$ cat src/assert_macros.svh
// Assertion macros shared by the RTP frame jitter buffer RTL.
// Depends on nothing; synthesis builds see empty bodies.
`ifndef ASSERT_MACROS_SVH
`define ASSERT_MACROS_SVH
`ifndef SYNTHESIS
`define RFJB_ASSERT(lbl, clk, rstn, prop) \
    lbl: assert property (@(posedge clk) disable iff (!rstn) prop) \
        else $error("rfjb assertion failed");
`define RFJB_ASSERT_NEXT(lbl, clk, rstn, ante, cons) \
    lbl: assert property (@(posedge clk) disable iff (!rstn) (ante) |=> (cons)) \
        else $error("rfjb assertion failed");
`else
`define RFJB_ASSERT(lbl, clk, rstn, prop)
`define RFJB_ASSERT_NEXT(lbl, clk, rstn, ante, cons)
`endif
`endif

$ cat src/rfjb_pkg.sv
// Package of the RTP frame jitter buffer: sizes, codes, command and status types.
// Depends on nothing; used by every other file except assert_macros.svh.
package rfjb_pkg;

    localparam int MAX_FRAMES  = 16;
    localparam int MAX_PKTS    = 32;
    localparam int HANDLE_BITS = 10;
    localparam int FIDX_W      = $clog2(MAX_FRAMES);
    localparam int SIDX_W      = $clog2(MAX_PKTS);
    localparam int CNT_W       = SIDX_W + 1;
    localparam int SLOT_AW     = FIDX_W + SIDX_W;
    localparam int SLOT_DEPTH  = MAX_FRAMES * MAX_PKTS;
    localparam int STAMP_W     = 32;
    localparam int SEQ_W       = 16;
    localparam int AGE_W       = 16;
    localparam int EXP_W       = 16;
    localparam logic [EXP_W-1:0] EXPIRY_RESET = 16'd200;

    typedef enum logic [1:0] {
        OP_INSERT = 2'd0,
        OP_TICK   = 2'd1,
        OP_QUERY  = 2'd2,
        OP_POP    = 2'd3
    } t_op;

    typedef enum logic [2:0] {
        ST_NEW        = 3'd0,
        ST_ADDED      = 3'd1,
        ST_DUP        = 3'd2,
        ST_TABLE_FULL = 3'd3,
        ST_PKTS_FULL  = 3'd4
    } t_status;

    typedef enum logic [2:0] {
        RES_STATUS,
        RES_AVAIL0,
        RES_AVAIL1,
        RES_PKT,
        RES_POP_EMPTY
    } t_res;

    typedef enum logic [3:0] {
        S_IDLE,
        S_TICK,
        S_INS_FIND,
        S_DUP_RD,
        S_DUP_CMP,
        S_INS_WR,
        S_RANK_INIT,
        S_RANK,
        S_WALK,
        S_DECIDE,
        S_GATHER_RD,
        S_GATHER_WR,
        S_EMIT,
        S_RESULT
    } t_state;

    typedef struct packed {
        logic latch;
        logic age_tick;
        logic ins_select;
        logic slot_rd;
        logic dup_check;
        logic ins_commit;
        logic rank_init;
        logic rank_step;
        logic walk_step;
        logic gather_init;
        logic gather_step;
        logic emit;
        logic emit_adv;
        logic frame_drop;
        t_res res;
    } t_cmd;

    typedef struct packed {
        logic match_hit;
        logic match_cnt_zero;
        logic free_hit;
        logic dup_hit;
        logic k_last;
        logic j_last;
        logic p_last;
        logic oldest_ok;
        logic out_free;
        logic pres_cur;
        logic pkt_last;
    } t_stat;

endpackage

$ cat src/rfjb_ctrl.sv
// Sequencer of the jitter buffer: walks each operation through its steps.
// Depends on rfjb_pkg; drives the datapath by t_cmd, reads t_stat back.
module rfjb_ctrl (
    input  logic           i_clk,
    input  logic           i_rst_n,
    input  logic           i_in_valid,
    input  logic [1:0]     i_operation,
    output logic           o_in_ready,
    input  rfjb_pkg::t_stat i_stat,
    output rfjb_pkg::t_cmd  o_cmd
);
    import rfjb_pkg::*;

    t_state r_state, n_state;
    t_res   r_res, n_res;
    logic   r_pop, n_pop;
    t_op    op;

    assign op = t_op'(i_operation);

    always_ff @(posedge i_clk) begin
        if (!i_rst_n) begin
            r_state <= S_IDLE;
            r_res   <= RES_STATUS;
            r_pop   <= 1'b0;
        end else begin
            r_state <= n_state;
            r_res   <= n_res;
            r_pop   <= n_pop;
        end
    end

    // next state
    always_comb begin
        n_state = r_state;
        n_res   = r_res;
        n_pop   = r_pop;
        case (r_state)
            S_IDLE: begin
                if (i_in_valid) begin
                    case (op)
                        OP_INSERT: n_state = S_INS_FIND;
                        OP_TICK:   n_state = S_TICK;
                        OP_QUERY: begin
                            n_pop   = 1'b0;
                            n_state = S_RANK_INIT;
                        end
                        OP_POP: begin
                            n_pop   = 1'b1;
                            n_state = S_RANK_INIT;
                        end
                        default: n_state = S_IDLE;
                    endcase
                end
            end
            S_TICK: n_state = S_IDLE;
            S_INS_FIND: begin
                if (i_stat.match_hit) begin
                    n_state = i_stat.match_cnt_zero ? S_INS_WR : S_DUP_RD;
                end else if (i_stat.free_hit) begin
                    n_state = S_INS_WR;
                end else begin
                    n_res   = RES_STATUS;
                    n_state = S_RESULT;
                end
            end
            S_DUP_RD: n_state = S_DUP_CMP;
            S_DUP_CMP: begin
                if (i_stat.dup_hit) begin
                    n_res   = RES_STATUS;
                    n_state = S_RESULT;
                end else if (i_stat.k_last) begin
                    n_state = S_INS_WR;
                end else begin
                    n_state = S_DUP_RD;
                end
            end
            S_INS_WR: begin
                n_res   = RES_STATUS;
                n_state = S_RESULT;
            end
            S_RANK_INIT: n_state = S_RANK;
            S_RANK: begin
                if (i_stat.j_last) begin
                    n_state = S_WALK;
                end
            end
            S_WALK: begin
                if (i_stat.p_last) begin
                    n_state = S_DECIDE;
                end
            end
            S_DECIDE: begin
                if (!i_stat.oldest_ok) begin
                    n_res   = RES_AVAIL0;
                    n_state = S_RESULT;
                end else if (!r_pop) begin
                    n_res   = RES_AVAIL1;
                    n_state = S_RESULT;
                end else begin
                    n_state = S_GATHER_RD;
                end
            end
            S_GATHER_RD: n_state = S_GATHER_WR;
            S_GATHER_WR: n_state = i_stat.k_last ? S_EMIT : S_GATHER_RD;
            S_EMIT: begin
                if (i_stat.out_free && (!i_stat.pres_cur || i_stat.pkt_last)) begin
                    n_state = S_IDLE;
                end
            end
            S_RESULT: begin
                if (i_stat.out_free) begin
                    n_state = S_IDLE;
                end
            end
            default: n_state = S_IDLE;
        endcase
    end

    // outputs
    always_comb begin
        o_cmd      = '0;
        o_cmd.res  = RES_STATUS;
        o_in_ready = 1'b0;
        case (r_state)
            S_IDLE: begin
                o_in_ready  = 1'b1;
                o_cmd.latch = i_in_valid;
            end
            S_TICK:      o_cmd.age_tick    = 1'b1;
            S_INS_FIND:  o_cmd.ins_select  = 1'b1;
            S_DUP_RD:    o_cmd.slot_rd     = 1'b1;
            S_DUP_CMP:   o_cmd.dup_check   = 1'b1;
            S_INS_WR:    o_cmd.ins_commit  = 1'b1;
            S_RANK_INIT: o_cmd.rank_init   = 1'b1;
            S_RANK:      o_cmd.rank_step   = 1'b1;
            S_WALK:      o_cmd.walk_step   = 1'b1;
            S_DECIDE:    o_cmd.gather_init = 1'b1;
            S_GATHER_RD: o_cmd.slot_rd     = 1'b1;
            S_GATHER_WR: o_cmd.gather_step = 1'b1;
            S_EMIT: begin
                o_cmd.emit       = i_stat.out_free;
                o_cmd.emit_adv   = i_stat.out_free;
                o_cmd.res        = i_stat.pres_cur ? RES_PKT : RES_POP_EMPTY;
                o_cmd.frame_drop = i_stat.out_free &&
                                   (!i_stat.pres_cur || i_stat.pkt_last);
            end
            S_RESULT: begin
                o_cmd.emit = i_stat.out_free;
                o_cmd.res  = r_res;
            end
            default: o_cmd = '0;
        endcase
    end

endmodule

$ cat config.mk
export PLATFORM = sky130hd
export DESIGN_NAME = rfjb_ctrl
export DESIGN_NICKNAME = d
export VERILOG_FILES = /design/src/assert_macros.svh /design/src/rfjb_pkg.sv /design/src/rfjb_ctrl.sv
export SDC_FILE = /design/constraint.sdc
export NUM_CORES = 1
export LEC_CHECK = 0
export BUFFER_PORTS_ARGS = -buffer_cell sky130_fd_sc_hd__buf_4
export CAP_MARGIN = 5
export CORE_ASPECT_RATIO = 0.9
export CORE_MARGIN = 4
export CORE_UTILIZATION = 42
export CTS_BUF_LIST = sky130_fd_sc_hd__clkbuf_4
export CTS_CLUSTER_DIAMETER = 80
export CTS_CLUSTER_SIZE = 8
export DETAILED_ROUTE_END_ITERATION = 16
export HOLD_SLACK_MARGIN = 0.05
export PLACE_DENSITY = 0.73
export SLEW_MARGIN = 25
export SYNTH_ARGS = -nofsm -noshare
export SYNTH_HDL_FRONTEND = slang
export SYNTH_SLANG_ARGS = --single-unit
$ cat constraint.sdc
create_clock -name i_clk -period 4.7 [get_ports i_clk]
set_clock_uncertainty 0.2 [all_clocks]
set_input_delay 0.235 -clock i_clk [delete_from_list [all_inputs] [get_ports i_clk]]
set_output_delay 0.235 -clock i_clk [all_outputs]
set_load 0.005 [all_outputs]
# Yosys cells after proc, flatten, opt, wreduce, memory -nomap -nowiden

Index checks and enable logic that the tools add are counted.
W data, S select, Z words.

Bits in registers: 8
Word-level logic and storage cells: 79

Mux-type cells: 38
Reduce and logical (&&, ||, !) cells: 13
Equal/unequal tests: 25

Operator list:

| cell                 | count |
|---|---|
| $pmux W4 S13         | 1 |
| $mux W3              | 11 |
| $mux W4              | 8 |
| $eq A4 B4 Y1 const B | 6 |
| $eq A4 B3 Y1 const B | 4 |
| $ne A2 B2 Y1 const B | 8 |
| $mux W1              | 13 |
| $pmux W3 S4          | 1 |
| $pmux W4 S3          | 1 |
| $reduce_and A5 Y1    | 2 |
| $eq A4 B2 Y1 const B | 2 |
| $pmux W3 S2          | 1 |
| $reduce_or A2 Y1     | 3 |
| $eq A2 B2 Y1 const B | 2 |
| $eq A4 B1 Y1 const B | 1 |
| $logic_not A4 Y1     | 1 |
| $reduce_bool A4 Y1   | 1 |
| $ne A3 B3 Y1 const B | 1 |
| $reduce_and A3 Y1    | 1 |
| $eq A2 B1 Y1 const B | 1 |
| $logic_not A2 Y1     | 1 |
| $mux W2              | 1 |
| $pmux W1 S2          | 1 |
| $reduce_bool A2 Y1   | 1 |
| 3 further kinds      | 3 |

# Longest topological paths before layout

Depth in word-level cells: 5
Depth in mapped cells: 7
Mapped depth without buffers: 5

# Worst setup path after synthesis

OpenSTA, ideal clock, no wires.

Path type: register -> register
From: register r_state[3]
To: register r_res[1]
Cell stages (with the launch flop): 7
Arrival time: 1.480 ns
Required time: 4.384 ns
Slack: 2.904 ns
Setup time: 0.116 ns
Path through: dfxtp_1 > buf_6 > or2_4 > or4_4 > o2bb2ai_2 > a21oi_1 > and3b_1

Cells in the longest elaborated chain, start to end: 3
Elaborated cells between the ends (all ways): 11
Classes of those cells: 8 x eq/ne; 1 x mux; 2 x reduce/logical

Ends and longest elaborated chain:

| element                                              | line            | text |
|---|---|---|
| start, declared                                      | rfjb_ctrl.sv:14 | `t_state r_state, n_state;` |
| start signal, assigned                               | rfjb_ctrl.sv:27 | `r_state <= n_state;` |
| $eq A4 B4 Y1, or another cell as far along           | rfjb_ctrl.sv:38 | `case (r_state)` |
| $ne A3 B3 Y1 (no line), or another cell as far along | --              |  |
| $reduce_and A5 Y1 (no line)                          | --              |  |
| end signal, assigned                                 | rfjb_ctrl.sv:28 | `r_res <= n_res;` |
| end, declared                                        | rfjb_ctrl.sv:15 | `t_res r_res, n_res;` |

Parallel ways exist; a longest one is shown, timed or not.
A chain may end at the register's enable or synchronous reset.

==> impl_results.md <==
- Status: finished clean
- Syn-to-layout area delta: 36.8%
- Hpwl dp: 1750 microns
- Worst hold stages: 3
- Core Footprint: 0.00168 sq mm
- DIE HEIGHT: 48.2 microns
- Post-synthesis sequential area ratio: 18.6%
- FFs w/ async S/R, synth: 0%
- Sw Ratio: 46.6%
- Met3 GRT Util: 3.06%
- Static Leak: 0.446 nW
- Reg2Reg Depth: 5
- Gate power share: 60.7%
- Hold_sp: i_stat[5]
- Final worst path period share: 46.6%
- Worst EP required: 4260 ps
- Slowest CP cell: dfxtp_1
- I/O Pins: 34
- Main combinational cell family by area after synthesis: simple AND/OR/NAND/NOR gates
- WL final: 2260 microns
- Global routing's busiest layer: met2
- N_diodes: 0
- H-Tree Depth: 1
- FF-to-FF Start: r_state[3]$_SDFFE_PN0P_
- First-pass DRT Iterations: 4
- Top Family by Delay on Critical Path: flip-flops
- Clock Latency Late Sink: 260 ps
- Final Critical Period: 2190 ps
- CTS tree: built
- Crit Path Class: reg -> out
- Row count: 14
- Final hold violation count: 0
- Syn_area_per_cell: 6.86 sq um
- Compound-Gate Fraction of Synth Area: 27.2%
- Largest net degree at the start of global routing: 19
- Vias in the first global route: 826
- Worst R2R Setup Slack: 2580 ps
- Port buffer count: 33
- Average vias per placed instance: 5.71
- DR iter-0 viols: 24
- Max-Cap Viols: 0
- Die X: 52.7 microns
- Synthesized area: 754 sq um
- Critical R2R Capture: r_state[0]$_SDFFE_PN0P_
- Via count: 936
- Max Slew Vio Count: 0
- Initial Utilization: 44.9%
- Initial antenna violation count: 0
- Area after DPL: 992 sq um
- Power Density: 504 mW/mm^2
- First-pass GRT wire length: 3660 microns
- Clk buf depth: 2
- Met1 Use GR: 23.8%
- Setup-failing EPs final: 0
- RSZ-0062 raised after global routing: no
- Syn Inst Count: 110
- Yosys warns: 0
- Crit-path cells: nand2_1, nor4b_1, buf_4
- Clk slew on worst S/H paths: 50 ps
- Setup crit end kind: output pin
- Final GP Congestion: 0.911
- Seq cells post-synth: 7
- CP startpoint kind: flip-flop
- Setup TNS: 0 ps
- Sequential share of power: 27.2%
- WL/cell: 13.8 microns
- CTS root buf: clkbuf_4
- Total GRT Usage: 19.6%
- Crit-path max FO: 17
- Post-Synth Simple-Gate Area: 43.1%
- Clock power share: 12.0%
- Post-Synth Adder-Cell Area: 0%
- Antenna Nets Post-Route: 0
- Num CTS Buffers: 3
- Synth Area in XOR/XNOR: 1.16%
- GR Util met2: 35.9%
- Nets: 157
- Arrival time worst endpoint: 1760 ps
- DR DRC count: 0
- Min-delay worst type: in -> reg
- Max Fclk: 457 MHz
- Total gr overflow: 0
- Maximum VDD drop: 0.000336 V
- Fraction of layout cells with a size suffix above 1: 30.0%
- Clock sinks: 7
- DIE AREA: 0.00254 sq mm
- Post-Syn Nets: 126
- Sw power: 243 uW
- Crit path buf inv count: 1
- CP max stage delay: 680 ps
- Hold-critical path endpoint: r_state[1]$_SDFFE_PN0P_
- EDFF count, synth: 0
- Tightest Pin Transition: 589 ps
- Post-synthesis mux area share: 2.65%
- Cell variety after synth: 41
- Synth Flop Type: dfxtp_1
- Slew Limit Headroom: 60.7%
- Post-route cell area: 0.00103 sq mm
- Pint: 278 uW
==> what timing repair did <==
item,CTS,global route
resized for setup,0,0
hold buffers,1,0
setup endpoints to repair,0,0
hold endpoints to repair,1,0
buffers inserted,0,0
==> power groups by stage <==
stage                     Clock (mW)  Combinational (mW)  Sequential [mW]
after global routing          0.0669               0.351            0.147
after floorplan                    0               0.267           0.0928
after detailed placement           0               0.315            0.141
after global placement             0               0.312            0.139
after CTS                     0.0629               0.317            0.140
final                         0.0626               0.316            0.142
==> how the worst max path moves through the flow <==
stage                             from                      end  depth (start not counted)
2_1_floorplan  r_state[3]$_SDFFE_PN0P_    r_res[1]$_SDFFE_PN0P_                          6
3_3_place_gp   r_state[3]$_SDFFE_PN0P_  r_state[0]$_SDFFE_PN0P_                          5
3_5_place_dp   r_state[3]$_SDFFE_PN0P_  r_state[0]$_SDFFE_PN0P_                          5
4_1_cts        r_state[3]$_SDFFE_PN0P_                 o_cmd[3]                          3
5_1_grt        r_state[3]$_SDFFE_PN0P_  r_state[0]$_SDFFE_PN0P_                          5
6_report       r_state[3]$_SDFFE_PN0P_                 o_cmd[3]                          3
==> logic make-up (layout without fill, tap and decap cells) <==
family                 Yosys count  count (layout)
AO/OA/AOI/OAI                   28              28
XOR/XNOR                         1               1
buffers and inverters           12              42
flip-flops                       7               7
multiplexers                     2               2
AND/OR/NAND/NOR                 60              60
==> synth_stat cells (3+ instances only) <==
| cell | count | area [sq um] |
|---|---|---|
| nand2_1 | 12 | 45.0 |
| nor3_1 | 6 | 30.0 |
| nor2b_1 | 3 | 18.8 |
| dfxtp_1 | 7 | 140 |
| clkbuf_1 | 4 | 15.0 |
| o21ai_0 | 3 | 15.0 |
| nor2_1 | 16 | 60.1 |
| a211oi_1 | 4 | 30.0 |
| inv_1 | 4 | 15.0 |
| nand2b_1 | 8 | 50.1 |
| a21oi_1 | 6 | 30.0 |
==> cell usage in the layout (no fill, tap or decap) <==
| master | Yosys | routed |
|---|---|---|
| nor4b_1 | 2 | 2 |
| a211o_1 | 2 | 2 |
| a221oi_1 | 1 | 1 |
| nand2b_1 | 8 | 8 |
| a21oi_1 | 6 | 6 |
| o22ai_1 | 2 | 2 |
| nor2b_1 | 3 | 3 |
| or2_4 | 1 | 1 |
| nor3_1 | 6 | 6 |
| or2_1 | 2 | 2 |
| a21o_1 | 1 | 1 |
| a221oi_2 | 1 | 1 |
| inv_1 | 4 | 4 |
| a311oi_1 | 1 | 1 |
| a22oi_1 | 1 | 1 |
| nand2b_4 | 1 | 1 |
| o211ai_1 | 1 | 1 |
| nand2_1 | 12 | 12 |
| o21ai_0 | 3 | 3 |
| dlygate4sd3_1 | 0 | 1 |
| and3b_1 | 1 | 1 |
| xor2_1 | 1 | 1 |
| and2_1 | 1 | 1 |
| or4_4 | 1 | 1 |
| o32ai_1 | 1 | 1 |
| o21bai_1 | 1 | 1 |
| o21ai_1 | 1 | 1 |
| dfxtp_1 | 7 | 7 |
| o2bb2ai_1 | 1 | 1 |
| nor2_1 | 16 | 16 |
| a211oi_1 | 4 | 4 |
| nand4b_1 | 1 | 1 |
| clkbuf_4 | 0 | 4 |
| buf_4 | 0 | 33 |
| nor4_1 | 1 | 1 |
| mux2i_1 | 2 | 2 |
| o2bb2ai_2 | 1 | 1 |
| nand3b_1 | 2 | 2 |
| and3_1 | 2 | 2 |
==> routing by layer <==
layer,share of wire (%),vias to the layer above
met4,1.2,0
met2,47,40
met1,42,437
met5,0,-
met3,9.3,5
li1,-,454
==> through the flow <==
stage	util, %	setup WS [ps]	total power, mW	hold slack [ps]	cells
floorplan	-	2900	0.360	201	110
CTS	61.4	2550	0.520	66.0	164
global placement	59.0	2640	0.451	260	159
global route	61.4	2390	0.565	87.8	164
detailed placement	59.0	2630	0.457	255	159
finish	61.4	2510	0.521	60.7	164
==> flip-flops by register name, indices dropped and copies added, names as in the netlist <==
name and count:
r_state 4, r_res 2, r_pop 1
==> final cells by class <==
type                            count  area [sq um]
Clock buffer                        4          30.0
Fill cell                         164           649
Inverter                            4          15.0
Multi-Input combinational cell     91           559
Sequential cell                     7           140
Tap cell                           24          30.0
Timing Repair Buffer               34           258
==> tightest hold or removal path, cell delays in order <==
cell      delay [ps]
buf_4             80
nand3b_1         100
o21ai_1           60
Note: power is estimated with default switching activity, not from simulation.
